## src/rtl/plin_pkg.sv

```systemverilog
// ----------------------------------------------------------------------------
// Piecewise linear interpolator package
// Shared widths, breakpoint record, operation codes and divider status.
// ----------------------------------------------------------------------------
`timescale 1ns / 1ps
`default_nettype none

package plin_pkg;

  localparam int MaxPoints = 64;
  localparam int DataW     = 32;
  localparam int CountW    = 7;
  localparam int IndexW    = 6;
  localparam int ProdW     = 2 * DataW;
  localparam int QuoClampW = 34;

  localparam logic [CountW-1:0] PointsReset = 7'd2;

  typedef enum logic {
    OpLoad  = 1'b0,
    OpQuery = 1'b1
  } op_e;

  typedef struct packed {
    logic [DataW-1:0] y;
    logic [DataW-1:0] x;
  } point_t;

  typedef struct packed {
    logic busy;
    logic done;
  } div_status_t;

endpackage

`default_nettype wire

```

## src/rtl/plin_mem.sv

```systemverilog
// ----------------------------------------------------------------------------
// Breakpoint table
// Single write port, single registered read port.
// ----------------------------------------------------------------------------
`timescale 1ns / 1ps
`default_nettype none

module plin_mem #(
  parameter int Depth = plin_pkg::MaxPoints
) (
  input  wire                      clk_i,
  input  wire                      we_i,
  input  wire  [$clog2(Depth)-1:0] waddr_i,
  input  plin_pkg::point_t         wdata_i,
  input  wire                      re_i,
  input  wire  [$clog2(Depth)-1:0] raddr_i,
  output plin_pkg::point_t         rdata_o
);

  plin_pkg::point_t mem_q [Depth];
  plin_pkg::point_t rdata_q;

  always_ff @(posedge clk_i) begin
    if (we_i) begin
      mem_q[waddr_i] <= wdata_i;
    end
    if (re_i) begin
      rdata_q <= mem_q[raddr_i];
    end
  end

  assign rdata_o = rdata_q;

endmodule

`default_nettype wire

```

## config.mk

```make
export PLATFORM = sky130hd
export DESIGN_NAME = plin_mem
export DESIGN_NICKNAME = d
export VERILOG_FILES = /design/src/rtl/plin_pkg.sv /design/src/rtl/plin_mem.sv
export SDC_FILE = /design/constraint.sdc
export NUM_CORES = 2
export LEC_CHECK = 0
export BUFFER_PORTS_ARGS = -buffer_cell sky130_fd_sc_hd__buf_2
export CAP_MARGIN = 10
export CELL_PAD_IN_SITES_DETAIL_PLACEMENT = 0
export CELL_PAD_IN_SITES_GLOBAL_PLACEMENT = 1
export CORE_ASPECT_RATIO = 2
export CORE_UTILIZATION = 46
export DETAILED_ROUTE_END_ITERATION = 16
export PLACE_DENSITY_LB_ADDON = 0.1
export SKIP_LAST_GASP = 1
export SLEW_MARGIN = 20
export SYNTH_ARGS = -nofsm -noshare
export SYNTH_HDL_FRONTEND = slang
export SYNTH_SLANG_ARGS = --single-unit
```

## constraint.sdc

```tcl
create_clock -name clk_i -period 9.4 [get_ports clk_i]
set_input_delay 0.47 -clock clk_i [delete_from_list [all_inputs] [get_ports clk_i]]
set_output_delay 0.47 -clock clk_i [all_outputs]
set_load 0.05 [all_outputs]
```

==> reports/metrics.json <==
{
  "synth_warn": 0,
  "placedInstanceArea_sq_mm": 0.1640,
  "post_dr_wirelength_cell_um": 41.34,
  "maxCapViolations": 0,
  "avgViaCountPerCell": 6.498,
  "areaGrowthSynthToFinish_pct": 11.92,
  "total_vias_in_the_final_route": 76060,
  "initial_utilization_pct": 46.16,
  "grt_first_pass_wirelength_um": 659900,
  "path_cells": "buf_12 > buf_4 > buf_12 > mux4_2 > mux2i_1 > nand2_1 > a41oi_1 > a211oi_1",
  "layout.cells.most_common_list": "4160 x edfxtp_1, 1024 x mux4_2, 375 x clkbuf_16",
  "finish.utilization_pct": 51.67,
  "cp_max_fo": 91,
  "whs_ps": 32.28,
  "postSynthAreaPerCell_sq_um": 23.79,
  "setup_total_negative_slack_ps": 0,
  "max_freq_mhz": 291.3,
  "post_route_cells_drive_above_1_share_pct": 27.52,
  "cts.repair.resized": 0,
  "tritoncts.num_buffers": 365,
  "initialDrtViolationCount": 8680,
  "die_height_um": 828.2,
  "tritoncts_num_sinks": 4160,
  "period_minus_slack_ps": 3433,
  "seq_area_frac_synth_pct": 79.57,
  "timing.critical_path.from_type": "input pin",
  "synth_fp_nets": 6677,
  "gr-usage-all-layers_pct": 28.21,
  "worstHoldPathType": "in2reg",
  "final_cell_count_no_fill": 11710,
  "route.detailed.drc": 0,
  "pre_cts_slack_ps": 4931,
  "die_w_um": 415.1,
  "flop_and_latch_count_out_of_synthesis": 4160,
  "p_total_mw": 37.32,
  "io_pins": 143,
  "max-slew-margin-rel_pct": 19.09,
  "gpl.final_weighted_congestion": 0.7809,
  "total_leakage_power_nw": 54.14,
  "hold_buf_count_cts": 1,
  "synthesis.instances": 6598,
  "clk_latency_worst_skew_pair_ps": 970,
  "post_cts_repair_setup_buffers": 0,
  "finalSetupViolCount": 0,
  "number_of_standard_cell_rows_in_the_floorplan": 303,
  "clk_pin_slew_ps": 70,
  "worst_path_max_delay_cell": "a41oi_1",
  "final_nets": 7045,
  "synth_cell_type_count": 32,
  "worstPathArrival_ps": 4070,
  "skew_ps": 41.86,
  "worst_case_vdd_ir_drop_v": 0.0001785,
  "crit_path_end_kind": "register",
  "drt-pass1-iter-count": 6,
  "grt_setup_unrepaired": "false",
  "pwr_dens_mw_per_mm2": 212.4,
  "dp_cells": 11010,
  "syn-cell-area_sq_mm": 0.1570,
  "finalInstanceArea_sq_mm": 0.1757,
  "worst_slack_ps": 5967,
  "dp_hpwl_um": 263100,
  "critical_path.most_common_cell": "buf_12",
  "grt_start_max_net_pins": 121,
  "worstPathBufferInverterCount": 3,
  "cts-root-to-sink-buffers": 4,
  "final_max_slew_viol_count": 0,
  "cts_tree": "done",
  "final_clock_period_utilization_by_the_worst_path_pct": 36.52,
  "floorplan.die_area_sq_mm": 0.3438,
  "core_region_area_sq_mm": 0.3401,
  "cts-root-buf": "clkbuf_16",
  "cts_max_level": 5,
  "number_of_failing_hold_endpoints_at_the_final_stage": 0,
  "mostFrequentLayoutCell": "edfxtp_1",
  "largest_stage_delay_worst_path_ps": 650,
  "remaining_number_of_nets_flagged_by_the_antenna_check_after_routing": 0,
  "grt_pass1_vias": 78210,
  "placement.io_buffers": 142,
  "tightest_slew_ps": 1208,
  "antenna_found_initial": 46,
  "grt_overflow_total": 0,
  "critPathTopFamily": "buffers and inverters",
  "cp_data_required_time_ps": 10040,
  "timing_worst_setup_path_type": "in2reg",
  "result_of_the_run": "finished clean",
  "wl_um": 484000
}
routing by layer:
layer | GRT usage [%] | wire length [um] | part of all wire [%]
met1 | 34.04 | 172700 | 36
met2 | 51.67 | 264100 | 55
met3 | 3.377 | 27220 | 5.6
met4 | 10.31 | 19810 | 4.1
met5 | 0 | 96 | 0.020
report_power, final:
group / internal, mW / switching (mW) / leakage, nW
sequential: 20.6 / 0.0731 / 37.5
combinational: 0.631 / 1.23 / 11.1
clock: 8.01 / 6.81 / 5.55
total: 29.2 / 8.11 / 54.1
flip-flops by register name, summed over array words and instances, names as in the netlist:
signal and cells:
mem_q 4096, rdata_o 64
cell usage after synthesis (all sizes together):
master	count	share of area, %
a22o	88	0.49
a22oi	168	0.80
nand3b	2	0.0096
o221ai	38	0.21
nor2	112	0.27
mux4	1024	15
nand3	45	0.14
a2bb2oi	19	0.11
a31o	1	0.0056
a211oi	63	0.30
o22ai	83	0.33
a41oi	26	0.15
nand2	58	0.14
a31oi	18	0.072
inv	19	0.045
or3b	1	0.0056
or3	29	0.12
mux2i	135	0.86
edfxtp	4160	80
and3	64	0.26
clkbuf	140	0.33
nor2b	28	0.11
nand4	2	0.0080
and2	3	0.012
nand2b	11	0.044
or2	28	0.11
nor3	2	0.0064
nand4b	1	0.0056
buf	230	0.80
cell families (layout without fill, tap and decap cells):
group	Yosys count	after routing	synth area share, %
compound gates	504	504	2.467
buf+inv	389	1047	1.176
flops	4160	4160	79.57
mux	1159	1159	15.55
other cells	0	28	0
simple gates	386	386	1.235
layout make-up:
class	instances	area (sq um)
Sequential cell	4160	124900
Fill cell	26410	164400
Multi-Input combinational cell	2049	30780
Antenna cell	28	70.07
Clock inverter	206	1710
Clock buffer	451	9669
Inverter	19	71.32
Tap cell	4422	5533
Timing Repair Buffer	371	2938
final timing paths:
path / from / endpoint / slack, ps / depth (start not counted)
max reg2reg: mem_q[60][57] / rdata_o[57] / 6950 / 5
min reg2reg: mem_q[45][62] / rdata_o[62] / 930 / 4
max: raddr_i[0] / rdata_o[25] / 5970 / 8
min: wdata_i[57] / mem_q[22][57] / 30 / 1
worst reg2reg max path, delay by kind of cell, from the launching register on:
kind | cells | cell delay, ps
mux | 2 | 660
flops | 1 | 360
compound gates | 3 | 1110
(Power assumes the default switching activity.)
