## src/rtl/plin_pkg.sv

```systemverilog
// ----------------------------------------------------------------------------
// Piecewise linear interpolator package
// Shared widths, breakpoint record, operation codes and divider status.
// ----------------------------------------------------------------------------
`timescale 1ns / 1ps
`default_nettype none

package plin_pkg;

  localparam int MaxPoints = 64;
  localparam int DataW     = 32;
  localparam int CountW    = 7;
  localparam int IndexW    = 6;
  localparam int ProdW     = 2 * DataW;
  localparam int QuoClampW = 34;

  localparam logic [CountW-1:0] PointsReset = 7'd2;

  typedef enum logic {
    OpLoad  = 1'b0,
    OpQuery = 1'b1
  } op_e;

  typedef struct packed {
    logic [DataW-1:0] y;
    logic [DataW-1:0] x;
  } point_t;

  typedef struct packed {
    logic busy;
    logic done;
  } div_status_t;

endpackage

`default_nettype wire

```

## src/rtl/plin_div.sv

```systemverilog
// ----------------------------------------------------------------------------
// Iterative unsigned divider
// Restoring division, one quotient bit per cycle, 64 by 32 bits.
// ----------------------------------------------------------------------------
`timescale 1ns / 1ps
`default_nettype none

module plin_div (
  input  wire                            clk_i,
  input  wire                            rst_ni,
  input  wire                            start_i,
  input  wire  [plin_pkg::ProdW-1:0]     dividend_i,
  input  wire  [plin_pkg::DataW-1:0]     divisor_i,
  output plin_pkg::div_status_t          status_o,
  output logic [plin_pkg::ProdW-1:0]     quotient_o
);

  localparam int CntW = $clog2(plin_pkg::ProdW + 1);

  logic                       busy_q, busy_d;
  logic                       done_q, done_d;
  logic [CntW-1:0]            cnt_q, cnt_d;
  logic [plin_pkg::DataW:0]   rem_q, rem_d;
  logic [plin_pkg::ProdW-1:0] quo_q, quo_d;
  logic [plin_pkg::DataW-1:0] div_q, div_d;
  logic [plin_pkg::DataW:0]   rem_sh;
  logic                       take;

  assign rem_sh = {rem_q[plin_pkg::DataW-1:0], quo_q[plin_pkg::ProdW-1]};
  assign take   = rem_sh >= {1'b0, div_q};

  always_comb begin
    busy_d = busy_q;
    done_d = 1'b0;
    cnt_d  = cnt_q;
    rem_d  = rem_q;
    quo_d  = quo_q;
    div_d  = div_q;
    if (start_i) begin
      busy_d = 1'b1;
      cnt_d  = CntW'(plin_pkg::ProdW);
      rem_d  = '0;
      quo_d  = dividend_i;
      div_d  = divisor_i;
    end else if (busy_q) begin
      rem_d = take ? (rem_sh - {1'b0, div_q}) : rem_sh;
      quo_d = {quo_q[plin_pkg::ProdW-2:0], take};
      cnt_d = cnt_q - CntW'(1);
      if (cnt_q == CntW'(1)) begin
        busy_d = 1'b0;
        done_d = 1'b1;
      end
    end
  end

  always_ff @(posedge clk_i or negedge rst_ni) begin
    if (!rst_ni) begin
      busy_q <= 1'b0;
      done_q <= 1'b0;
      cnt_q  <= '0;
    end else begin
      busy_q <= busy_d;
      done_q <= done_d;
      cnt_q  <= cnt_d;
    end
  end

  always_ff @(posedge clk_i) begin
    rem_q <= rem_d;
    quo_q <= quo_d;
    div_q <= div_d;
  end

  assign status_o.busy = busy_q;
  assign status_o.done = done_q;
  assign quotient_o    = quo_q;

endmodule

`default_nettype wire

```

## config.mk

```make
export PLATFORM = sky130hd
export DESIGN_NAME = plin_div
export DESIGN_NICKNAME = d
export VERILOG_FILES = /design/src/rtl/plin_pkg.sv /design/src/rtl/plin_div.sv
export SDC_FILE = /design/constraint.sdc
export NUM_CORES = 1
export LEC_CHECK = 0
export BUFFER_PORTS_ARGS = -buffer_cell sky130_fd_sc_hd__buf_4
export CORE_MARGIN = 1.5
export CORE_UTILIZATION = 55
export CTS_BUF_LIST = sky130_fd_sc_hd__clkbuf_16
export DETAILED_ROUTE_END_ITERATION = 7
export PLACE_DENSITY = 0.81
export RECOVER_POWER = 50
export SLEW_MARGIN = 0
export SYNTH_ARGS = -nofsm -noshare
export SYNTH_HDL_FRONTEND = slang
export SYNTH_SLANG_ARGS = --single-unit
```

## constraint.sdc

```tcl
create_clock -name clk_i -period 3 [get_ports clk_i]
set_input_delay 0.45 -clock clk_i [delete_from_list [all_inputs] [get_ports clk_i]]
set_output_delay 0.45 -clock clk_i [all_outputs]
set_load 0.05 [all_outputs]
```

==> results.ini <==
[cts]
h-tree-depth = 4
cts_tree = done
clkTransAtPathRegs_ns = 0.06
clk_latency_ns = 0.43
clock_path_buffers = 2
cts_root_buffer = clkbuf_16
clock-sinks = 137
cts_buffers = 17

[setup_path]
critPathKind = flip-flop to flip-flop
arrival_ns = 3.18
path_cells = inv_1, ha_1, nor2b_2, o21bai_4, a2111oi_4, nor3b_4, o31ai_4, a31oi_4, buf_12, nor2_1, a21oi_1, a211oi_1
cp.depth = 12
cp_top_family = compound AO/OA/AOI/OAI gates
endpoint_kind = flip-flop
crit_required_ns = 3.33
crit_path_max_fanout = 31
r2r_cells = 12
crit_slowest_cell = a2111oi_4
cp_slowest_stage_delay_ns = 0.40
critPathLaunchType = flip-flop
crit_buf_inv = 2

[global_route]
grt_max_degree = 73
grt_pass1_vias = 5696
grt_usage = 0.256
antenna_found_initial = 0
grt_first_pass_wirelength_mm = 28.3
grt_remaining_overflow = 0

[sta]
drv_slew = 110
fin_ws_ns = 0.154
fin_hold_ws_ns = 0.222
relSlewSlack = -0.141
worstMarginPinSlew_ns = 1.71
finalHoldViolCount = 0
fin_crit_sh = 0.949
skew_ns = 0.0109
totalNegativeSetupSlack_ns = 0
setup_viol = 0
min_period_ns = 2.85
fmax_ghz = 0.351
rsz0062_at_grt = false

[cells_and_area]
area_delta_synth_final_pct = 27.8
instances_no_fill = 1008
nNetsFinal = 954
antenna_cells = 0
drive_above_1_share = 0.335
fin_area_um2 = 9390

[route]
wl_mm = 17.5
avgRoutedWirePerCell_um = 17.4
viasPerCell = 5.59
drcViolationCount = 0
vias = 5636
ant_nets = 0
drtPass1Iterations = 5
dr.first_iter.drc_count = 326

[synth]
yosys_warnings = 0
synth_seq_cells = 137
async_reset_ff_frac = 0.0657
ys_types = 62
synth_area_leader_cell = edfxtp_1
synth_top_area_frac = 0.392
seq_area_frac_synth = 0.510
synthTopCellsByArea = edfxtp_1, mux2_2, dfxtp_1, ha_1, a21oi_1
avgSynthCellArea_um2 = 11.3
synth-edff-count = 96
syn-instance-count = 652
synth_top_flop_cell = edfxtp_1
synth_nets = 786
synth_area_um2 = 7350

[power_and_ir_drop]
cellLeakagePower_nw = 4.08
peakVddDrop_uv = 606
pwr_density_cell_nw_per_um2 = 895

[place]
dpl_cell_area_um2 = 8810
dp_hpwl_mm = 12.7
post-place-ws_ns = 0.138
port_buffers = 164
place_inst = 975
gp_congestion = 0.948

[status]
outcome = complete, but fails checks
violations = max-capacitance violations, max-slew violations

[floorplan]
core_um2 = 13100
die_area_um2 = 14100
dieHeight_um = 119
row_count = 42
die_w_um = 119
initial_utilization = 0.559
num_io_pins = 165

[worst_hold_path]
hp-class = input port to flip-flop
worstHoldPathCells = 1

[run]
max_cap_viol_count = 2

## cell type report
| class | count | area [um2] |
|---|---|---|
| tap | 176 | 220 |
| inverter | 41 | 154 |
| clock buffer | 17 | 425 |
| fill | 954 | 3750 |
| multi-input combinational | 441 | 3320 |
| sequential | 137 | 3750 |
| timing repair buffer | 182 | 1360 |
| clock inverter | 14 | 170 |
## worst paths after layout
kind                             endpoint  slack, ns         start
worst min-delay path             div_q[5]       0.22  divisor_i[5]
max in group asynchronous        cnt_q[4]       2.14        rst_ni
worst max-delay path             rem_q[3]       0.15      div_q[1]
worst max register to register   rem_q[3]       0.15      div_q[1]
min in group asynchronous        cnt_q[2]       0.51        rst_ni
worst min register to register  rem_q[22]       0.47     rem_q[22]
## stage by stage
step / total power, mW / utilization
floorplan: 5.35 / -
global placement: 6.14 / 0.670
detailed placement: 6.24 / 0.670
CTS: 8.40 / 0.717
global route: 8.87 / 0.715
finish: 8.41 / 0.715
## repair_timing
item / in CTS / in global routing
buffers inserted: 0 / 1
setup endpoints to repair: 0 / 22
hold endpoints to repair: 9 / 0
resized for setup: 0 / 9
hold buffers: 1 / 0
## cells in the final DEF, fill, tap and decap left out, types with 3 or more instances in the layout
cell,instances
nand3_1,6
o21ai_0,17
ha_1,32
a211oi_1,23
a21oi_1,53
nand2b_1,8
clkbuf_1,13
nand2_1,27
o21a_1,4
nor2_1,66
nor2b_1,3
nor3_1,6
clkinv_2,3
o211ai_1,5
buf_4,132
mux2i_1,12
clkbuf_4,32
inv_6,4
bufinv_16,3
dfxtp_1,32
buf_12,3
and3_1,4
edfxtp_1,96
a211o_1,4
a21o_1,11
o21ai_1,7
inv_1,41
xnor2_1,21
a31oi_1,5
clkinv_4,3
mux2_2,62
xor2_1,13
clkbuf_16,17
dfrtp_1,9
nand4_1,6
## logic make-up (layout without fill, tap and decap cells)
kind of cell	after synthesis	in the layout	share of synthesized area
and+or+nand+nor	142	142	0.0903
muxes	76	76	0.114
buffers and inverters	74	254	0.0427
AOI/OAI and AO/OA	154	154	0.141
xor gates and xnor gates	34	34	0.0405
DFF	137	137	0.510
adders and majority gates	35	35	0.0606
## per-layer routing
layer,track usage,up-vias,routed length [um],share of wire
li1,-,2729,-,-
met1,0.297,2671,6970,0.40
met2,0.442,197,8950,0.51
met3,0.0782,39,1220,0.070
met4,0.102,0,388,0.022
met5,0,-,0,0
## synthesized netlist by cell type, drive strengths merged (5+ instances only)
master / count
edfxtp: 96
mux2i: 12
o21ai: 24
nor3: 8
nand2b: 8
xor2: 13
a31oi: 6
nor2: 67
clkbuf: 22
buf: 11
nand2: 28
mux2: 64
a21oi: 55
ha: 34
nor2b: 5
nand3: 6
dfrtp: 9
nand4: 6
inv: 41
o211ai: 5
a21o: 11
dfxtp: 32
a211oi: 25
xnor2: 21
## where the power goes
| group | switching, mW | leakage [nW] | internal, mW |
|---|---|---|---|
| logic | 2.10 | 2.42 | 1.47 |
| registers | 0.275 | 1.36 | 2.45 |
| clock network | 0.815 | 0.299 | 1.31 |
| total | 3.19 | 4.08 | 5.22 |
## flip-flops by register name, indices dropped and copies added (netlist names)
register / cells
quotient_o: 64
div_q: 32
rem_q: 32
cnt_q: 7
busy_q: 1
done_q: 1
(Power assumes the default switching activity.)
