--- src/rtl/plin_pkg.sv ---
// ----------------------------------------------------------------------------
// Piecewise linear interpolator package
// Shared widths, breakpoint record, operation codes and divider status.
// ----------------------------------------------------------------------------
`timescale 1ns / 1ps
`default_nettype none

package plin_pkg;

  localparam int MaxPoints = 64;
  localparam int DataW     = 32;
  localparam int CountW    = 7;
  localparam int IndexW    = 6;
  localparam int ProdW     = 2 * DataW;
  localparam int QuoClampW = 34;

  localparam logic [CountW-1:0] PointsReset = 7'd2;

  typedef enum logic {
    OpLoad  = 1'b0,
    OpQuery = 1'b1
  } op_e;

  typedef struct packed {
    logic [DataW-1:0] y;
    logic [DataW-1:0] x;
  } point_t;

  typedef struct packed {
    logic busy;
    logic done;
  } div_status_t;

endpackage

`default_nettype wire

--- src/rtl/plin_ctrl.sv ---
// ----------------------------------------------------------------------------
// Interpolator sequencer
// Writes loads into the table, runs end checks, segment search and the
// interpolation arithmetic for queries.
// ----------------------------------------------------------------------------
`timescale 1ns / 1ps
`default_nettype none

module plin_ctrl #(
  parameter int MAX_POINTS = plin_pkg::MaxPoints
) (
  input  wire                                clk_i,
  input  wire                                rst_ni,
  input  wire                                in_valid_i,
  output logic                               in_ready_o,
  input  wire  [0:0]                         operation_i,
  input  wire  [plin_pkg::IndexW-1:0]        point_index_i,
  input  wire  [plin_pkg::DataW-1:0]         point_x_i,
  input  wire  [plin_pkg::DataW-1:0]         point_y_i,
  input  wire  [plin_pkg::DataW-1:0]         query_x_i,
  input  wire  [plin_pkg::CountW-1:0]        points_in_use_i,
  output logic                               mem_we_o,
  output logic [$clog2(MAX_POINTS)-1:0]      mem_waddr_o,
  output plin_pkg::point_t                   mem_wdata_o,
  output logic                               mem_re_o,
  output logic [$clog2(MAX_POINTS)-1:0]      mem_raddr_o,
  input  plin_pkg::point_t                   mem_rdata_i,
  output logic                               div_start_o,
  output logic [plin_pkg::ProdW-1:0]         div_dividend_o,
  output logic [plin_pkg::DataW-1:0]         div_divisor_o,
  input  plin_pkg::div_status_t              div_status_i,
  input  wire  [plin_pkg::ProdW-1:0]         div_quotient_i,
  output logic                               res_valid_o,
  input  wire                                res_ready_i,
  output logic [plin_pkg::DataW-1:0]         res_y_o,
  output logic                               res_degen_o
);

  localparam int AW   = $clog2(MAX_POINTS);
  localparam int NW0  = $clog2(MAX_POINTS + 1);
  localparam int NW   = (NW0 > plin_pkg::CountW) ? NW0 : plin_pkg::CountW;
  localparam int DW   = plin_pkg::DataW;
  localparam int QW   = plin_pkg::QuoClampW;
  localparam int SumW = QW + 2;

  localparam logic [plin_pkg::ProdW-1:0] QuoLimit = 64'h0000_0002_0000_0000;
  localparam logic [DW-1:0] SatMax = 32'h7FFF_FFFF;
  localparam logic [DW-1:0] SatMin = 32'h8000_0000;

  typedef enum logic [3:0] {
    StIdle,
    StRdLast,
    StChkEnds,
    StSearch,
    StDiff,
    StMul,
    StDivGo,
    StDivWait,
    StFix,
    StSum,
    StDone
  } state_e;

  function automatic logic [DW-1:0] mag(input logic [DW:0] v);
    logic [DW:0] neg;
    neg = -v;
    return v[DW] ? neg[DW-1:0] : v[DW-1:0];
  endfunction

  state_e              state_q;
  logic [DW-1:0]       q_q;
  plin_pkg::point_t    lo_q, up_q;
  logic [AW-1:0]       idx_q;
  logic [DW-1:0]       mdx_q, mdy_q, mw_q;
  logic                neg_q, wz_q;
  logic [plin_pkg::ProdW-1:0] prod_q;
  logic [QW:0]         sq_q;
  logic [DW-1:0]       res_y_q;
  logic                res_degen_q;

  logic                accept;
  logic [NW-1:0]       n_raw, n_use, idx_ext;
  logic [AW-1:0]       last_idx;
  logic                q_lt_lo, q_gt_rd, search_go;
  logic [DW:0]         dx, dy, w;
  logic [QW-1:0]       quo_c;
  logic [QW:0]         sq;
  logic [SumW-1:0]     sum;
  logic [DW-1:0]       sat;

  assign in_ready_o = (state_q == StIdle);
  assign accept     = in_valid_i && in_ready_o;

  assign n_raw    = NW'(points_in_use_i);
  assign n_use    = (n_raw < NW'(2)) ? NW'(2) :
                    (n_raw > NW'(MAX_POINTS)) ? NW'(MAX_POINTS) : n_raw;
  assign last_idx = AW'(n_use - NW'(1));
  assign idx_ext  = NW'(point_index_i);

  assign q_lt_lo   = $signed(q_q) < $signed(lo_q.x);
  assign q_gt_rd   = $signed(q_q) > $signed(mem_rdata_i.x);
  assign search_go = (idx_q != '0) && ($signed(q_q) < $signed(mem_rdata_i.x));

  assign dx = {q_q[DW-1], q_q} - {lo_q.x[DW-1], lo_q.x};
  assign dy = {up_q.y[DW-1], up_q.y} - {lo_q.y[DW-1], lo_q.y};
  assign w  = {up_q.x[DW-1], up_q.x} - {lo_q.x[DW-1], lo_q.x};

  assign quo_c = (div_quotient_i > QuoLimit) ? QuoLimit[QW-1:0] : div_quotient_i[QW-1:0];
  assign sq    = (neg_q && (prod_q != '0)) ? -{1'b0, quo_c} : {1'b0, quo_c};

  assign sum = {{(SumW-DW){lo_q.y[DW-1]}}, lo_q.y} + {{(SumW-QW-1){sq_q[QW]}}, sq_q};
  always_comb begin
    if (sum[SumW-1:DW-1] == '0 || sum[SumW-1:DW-1] == '1) begin
      sat = sum[DW-1:0];
    end else if (sum[SumW-1]) begin
      sat = SatMin;
    end else begin
      sat = SatMax;
    end
  end

  assign mem_we_o    = accept && (operation_i == plin_pkg::OpLoad) &&
                       (idx_ext < NW'(MAX_POINTS));
  assign mem_waddr_o = idx_ext[AW-1:0];
  assign mem_wdata_o = '{y: point_y_i, x: point_x_i};

  always_comb begin
    mem_re_o    = 1'b0;
    mem_raddr_o = '0;
    unique case (state_q)
      StIdle: begin
        mem_re_o = accept && (operation_i == plin_pkg::OpQuery);
      end
      StRdLast: begin
        mem_re_o    = 1'b1;
        mem_raddr_o = last_idx;
      end
      StChkEnds: begin
        mem_re_o    = !q_lt_lo && !q_gt_rd;
        mem_raddr_o = last_idx - AW'(1);
      end
      StSearch: begin
        mem_re_o    = search_go;
        mem_raddr_o = idx_q - AW'(1);
      end
      default: begin
      end
    endcase
  end

  assign div_start_o    = (state_q == StDivGo);
  assign div_dividend_o = prod_q;
  assign div_divisor_o  = mw_q;

  assign res_valid_o = (state_q == StDone);
  assign res_y_o     = res_y_q;
  assign res_degen_o = res_degen_q;

  always_ff @(posedge clk_i or negedge rst_ni) begin
    if (!rst_ni) begin
      state_q     <= StIdle;
      q_q         <= '0;
      lo_q        <= '0;
      up_q        <= '0;
      idx_q       <= '0;
      mdx_q       <= '0;
      mdy_q       <= '0;
      mw_q        <= '0;
      neg_q       <= 1'b0;
      wz_q        <= 1'b0;
      prod_q      <= '0;
      sq_q        <= '0;
      res_y_q     <= '0;
      res_degen_q <= 1'b0;
    end else begin
      unique case (state_q)
        StIdle: begin
          if (accept && (operation_i == plin_pkg::OpQuery)) begin
            q_q     <= query_x_i;
            state_q <= StRdLast;
          end
        end
        StRdLast: begin
          lo_q    <= mem_rdata_i;
          state_q <= StChkEnds;
        end
        StChkEnds: begin
          res_degen_q <= 1'b0;
          if (q_lt_lo) begin
            res_y_q <= lo_q.y;
            state_q <= StDone;
          end else if (q_gt_rd) begin
            res_y_q <= mem_rdata_i.y;
            state_q <= StDone;
          end else begin
            up_q    <= mem_rdata_i;
            idx_q   <= last_idx - AW'(1);
            state_q <= StSearch;
          end
        end
        StSearch: begin
          if (search_go) begin
            up_q  <= mem_rdata_i;
            idx_q <= idx_q - AW'(1);
          end else begin
            lo_q    <= mem_rdata_i;
            state_q <= StDiff;
          end
        end
        StDiff: begin
          mdx_q   <= mag(dx);
          mdy_q   <= mag(dy);
          mw_q    <= mag(w);
          neg_q   <= dx[DW] ^ dy[DW] ^ w[DW];
          wz_q    <= (up_q.x == lo_q.x);
          state_q <= StMul;
        end
        StMul: begin
          if (wz_q) begin
            res_y_q     <= lo_q.y;
            res_degen_q <= 1'b1;
            state_q     <= StDone;
          end else begin
            prod_q  <= mdx_q * mdy_q;
            state_q <= StDivGo;
          end
        end
        StDivGo: begin
          state_q <= StDivWait;
        end
        StDivWait: begin
          if (div_status_i.done && !div_status_i.busy) begin
            state_q <= StFix;
          end
        end
        StFix: begin
          sq_q    <= sq;
          state_q <= StSum;
        end
        StSum: begin
          res_y_q <= sat;
          state_q <= StDone;
        end
        StDone: begin
          if (res_ready_i) begin
            state_q <= StIdle;
          end
        end
        default: begin
          state_q <= StIdle;
        end
      endcase
    end
  end

endmodule

`default_nettype wire

--- config.mk ---
export PLATFORM = sky130hd
export DESIGN_NAME = plin_ctrl
export DESIGN_NICKNAME = d
export VERILOG_FILES = /design/src/rtl/plin_pkg.sv /design/src/rtl/plin_ctrl.sv
export SDC_FILE = /design/constraint.sdc
export NUM_CORES = 2
export LEC_CHECK = 0
export BUFFER_PORTS_ARGS = -buffer_cell sky130_fd_sc_hd__buf_2
export CAP_MARGIN = 10
export CORE_UTILIZATION = 45
export CTS_CLUSTER_DIAMETER = 100
export DETAILED_ROUTE_END_ITERATION = 8
export PLACE_DENSITY = 0.7
export SYNTH_ARGS = -nofsm -noshare
export SYNTH_HDL_FRONTEND = slang
export SYNTH_SLANG_ARGS = --single-unit
--- constraint.sdc ---
create_clock -name clk_i -period 8.83 [get_ports clk_i]
set_input_delay 0 -clock clk_i [delete_from_list [all_inputs] [get_ports clk_i]]
set_output_delay 0 -clock clk_i [all_outputs]
set_load 0.02 [all_outputs]
==> summary.txt <==
clock slew at reported path FFs: 0.06 ns
final worst path period share: 97.0%
final hold violations: 0
Worst EP required: 9.36 ns
IO buf count: 313
Setup CP Type: flop to flop
gr usage total: 26.5%
Worst-Skew Late Latency: 0.67 ns
Crit. End Element: flop
Avg Inst Size Synth: 8.84 um^2
#FFs+latches synth: 400
main flop type after synthesis: dfrtp_1
Slew HR: 19.9%
Sink Count: 400
placed inst area: 64200 um^2
share of the synthesized area in the top cell type: 29.6%
drt pass-1 iters: 9
CTS tree: done
detailed-route via count: 49700
outcome: finished with violations
M2 GR Usage: 43.4%
RSZ-0062 raised after global routing: no
failing checks: design-rule violations
H-tree Lvls: 2
CTS root buf: clkbuf_16
Die Ht: 370 um
first-pass GRT wire length: 285000 um
DRT antenna net count: 0
area of the core: 134000 um^2
YS warnings: 0
number of fill cells in the layout: 12400
Fmax: 0.117 GHz
CP Max Fanout: 16
slew at the pin with the worst max-slew slack: 1.20 ns
worst path bufs/invs: 5
asr flop ratio synth: 100%
GPL Wtd Cong: 0.973
EDFF count, synth: 0
Rows: 134
Post-Syn Instances: 6887
Post-synth top cells: inv_1 (1021), nand2_1 (918), fa_1 (900), and2_1 (595), ha_1 (436)
global-route met3 utilization: 4.75%
largest net degree at the start of global routing: 147
area leader, netlist: fa_1
vias in the first global route: 51700
setup total negative slack: 0 ns
routed wire length: 180000 um
initial antenna violation count: 10
Starting Density: 45.5%
Die W: 370 um
worst path arrival time: 9.09 ns
max-cap violation count: 0
max-slew violations: 0
layout cells sized above 1: 10.1%
routed len/inst: 20.1 um
die area: 137000 um^2
finished layout cell area: 67700 um^2
min cycle time layout: 8.57 ns
Final setup viols: 0
DR iter-0 viols: 3793
most numerous cell in the Yosys netlist: inv_1
mean number of vias per cell: 5.55
drt drc: 16
mapped cell area: 60900 um^2
area grow syn2layout: 11.3%
IO Pins: 454
GR Layer Usage met1: 35.2%
Critical-path top delay cell: dfrtp_1
clk buf depth: 3
Max stage delay on crit path: 0.86 ns
grt ovf: 0
global route hottest layer: met2
top area cells in the synthesized netlist: fa_1 (30%), dfrtp_1 (16%), ha_1 (9.0%)
post-synth cell types: 92
Setup Skew: 0.0485 ns
Syn Nets: 8467
Most Frequent Cell on Critical Path: fa_1
TritonCTS buffer count: 53
post-detail-place hpwl: 146000 um
Total Nets Final: 8720
Worst Hold Class: input pin to primary output
sequential fraction of the synthesis area: 16.4%
post-CTS setup buffer count: 0
CP top delay family: adder cells
Worst setup SP type: flop
-- repair_timing --
action | 4_1_cts | 5_1_grt
hold endpoints to repair | 312 | 0
hold buffers | 157 | 0
endpoints found under the setup margin | 0 | 3
resized for setup | 0 | 1
-- worst reg2reg max path, delay by kind of cell, from the launching register on --
kind,cells,cell delay (ns)
fa+ha+maj,9,4.35
compound gates,8,1.86
flops,1,0.86
buf+inv,5,0.85
simple gates,3,0.33
xor+xnor,1,0.18
-- routing by layer --
metal	part of all wire (%)	wire (um)
met1	42	75500
met2	46	83200
met3	8.0	14400
met4	3.6	6440
met5	0.068	123
-- final timing paths --
check                                  from            endpoint  slack (ns)  cells past startpoint
setup / recovery                  mdx_q[10]  div_dividend_o[48]        0.26                     26
hold / removal                point_x_i[20]     mem_wdata_o[20]     0.00003                      0
setup reg to reg                  mdx_q[10]  div_dividend_o[48]        0.26                     26
hold reg to reg            div_divisor_o[6]    div_divisor_o[6]        0.47                      2
max in group asynchronous            rst_ni            up_q[44]        6.39                      5
min in group asynchronous            rst_ni            mdx_q[9]        0.40                      3
-- state kept, by name, indices dropped and copies added, names as in the netlist --
register	count
sq_q	35
neg_q	1
state_q	4
q_q	32
div_dividend_o	64
div_divisor_o	32
idx_q	6
mdx_q	32
wz_q	1
up_q	64
res_y_o	32
mdy_q	32
lo_q	64
res_degen_o	1
-- cell usage in the layout (no fill, tap or decap), drive strengths merged, types with 44 or more instances in the layout --
master / Yosys / layout
mux2: 105 / 105
xor2: 133 / 133
and2: 596 / 596
xnor2: 145 / 145
dfrtp: 400 / 400
a21oi: 272 / 272
buf: 91 / 470
clkbuf: 337 / 69
inv: 1021 / 1027
o211ai: 44 / 44
nor4: 52 / 52
a31oi: 46 / 46
dlygate4sd3: 0 / 156
o21ai: 422 / 422
nand2: 918 / 918
nand3: 60 / 60
nor2: 189 / 189
ha: 436 / 436
a21o: 130 / 130
fa: 900 / 900
nor3: 59 / 59
-- layout make-up --
type / instances / area, um^2 / area share [%]
Clock inverter: 29 / 419 / 0.619
Tap cell: 1768 / 2210 / 3.27
Inverter: 1021 / 3830 / 5.66
Clock buffer: 69 / 1490 / 2.19
Multi-Input combinational cell: 5038 / 45300 / 66.8
Antenna cell: 5 / 12.5 / 0.0185
Timing Repair Buffer: 626 / 4500 / 6.65
Sequential cell: 400 / 10000 / 14.8
-- through the flow --
step	hold slack [ns]	setup WS, ns	utilization, %	std cells
floorplan	-0.296	1.30	-	6887
global placement	0.000137	0.357	48.0	8696
detailed placement	0.000137	0.371	48.0	8696
CTS	0.000137	0.352	50.6	8951
global route	0.000115	0.0250	50.6	8955
finish	0.0000262	0.264	50.6	8956
-- cell families (layout without fill, tap and decap cells) --
logic type,Yosys count,count (layout),synth area share (%)
simple gates,2082,2082,16.8
buf+inv,1449,1745,9.41
fa+ha+maj,1336,1336,38.6
compound gates,1203,1203,12.3
flops,400,400,16.4
xor+xnor,278,278,4.00
mux,139,139,2.50
other cells,0,5,0
Power is not shown: default switching activity piles up to over one toggle a cycle in this logic, so the estimate is an artifact.
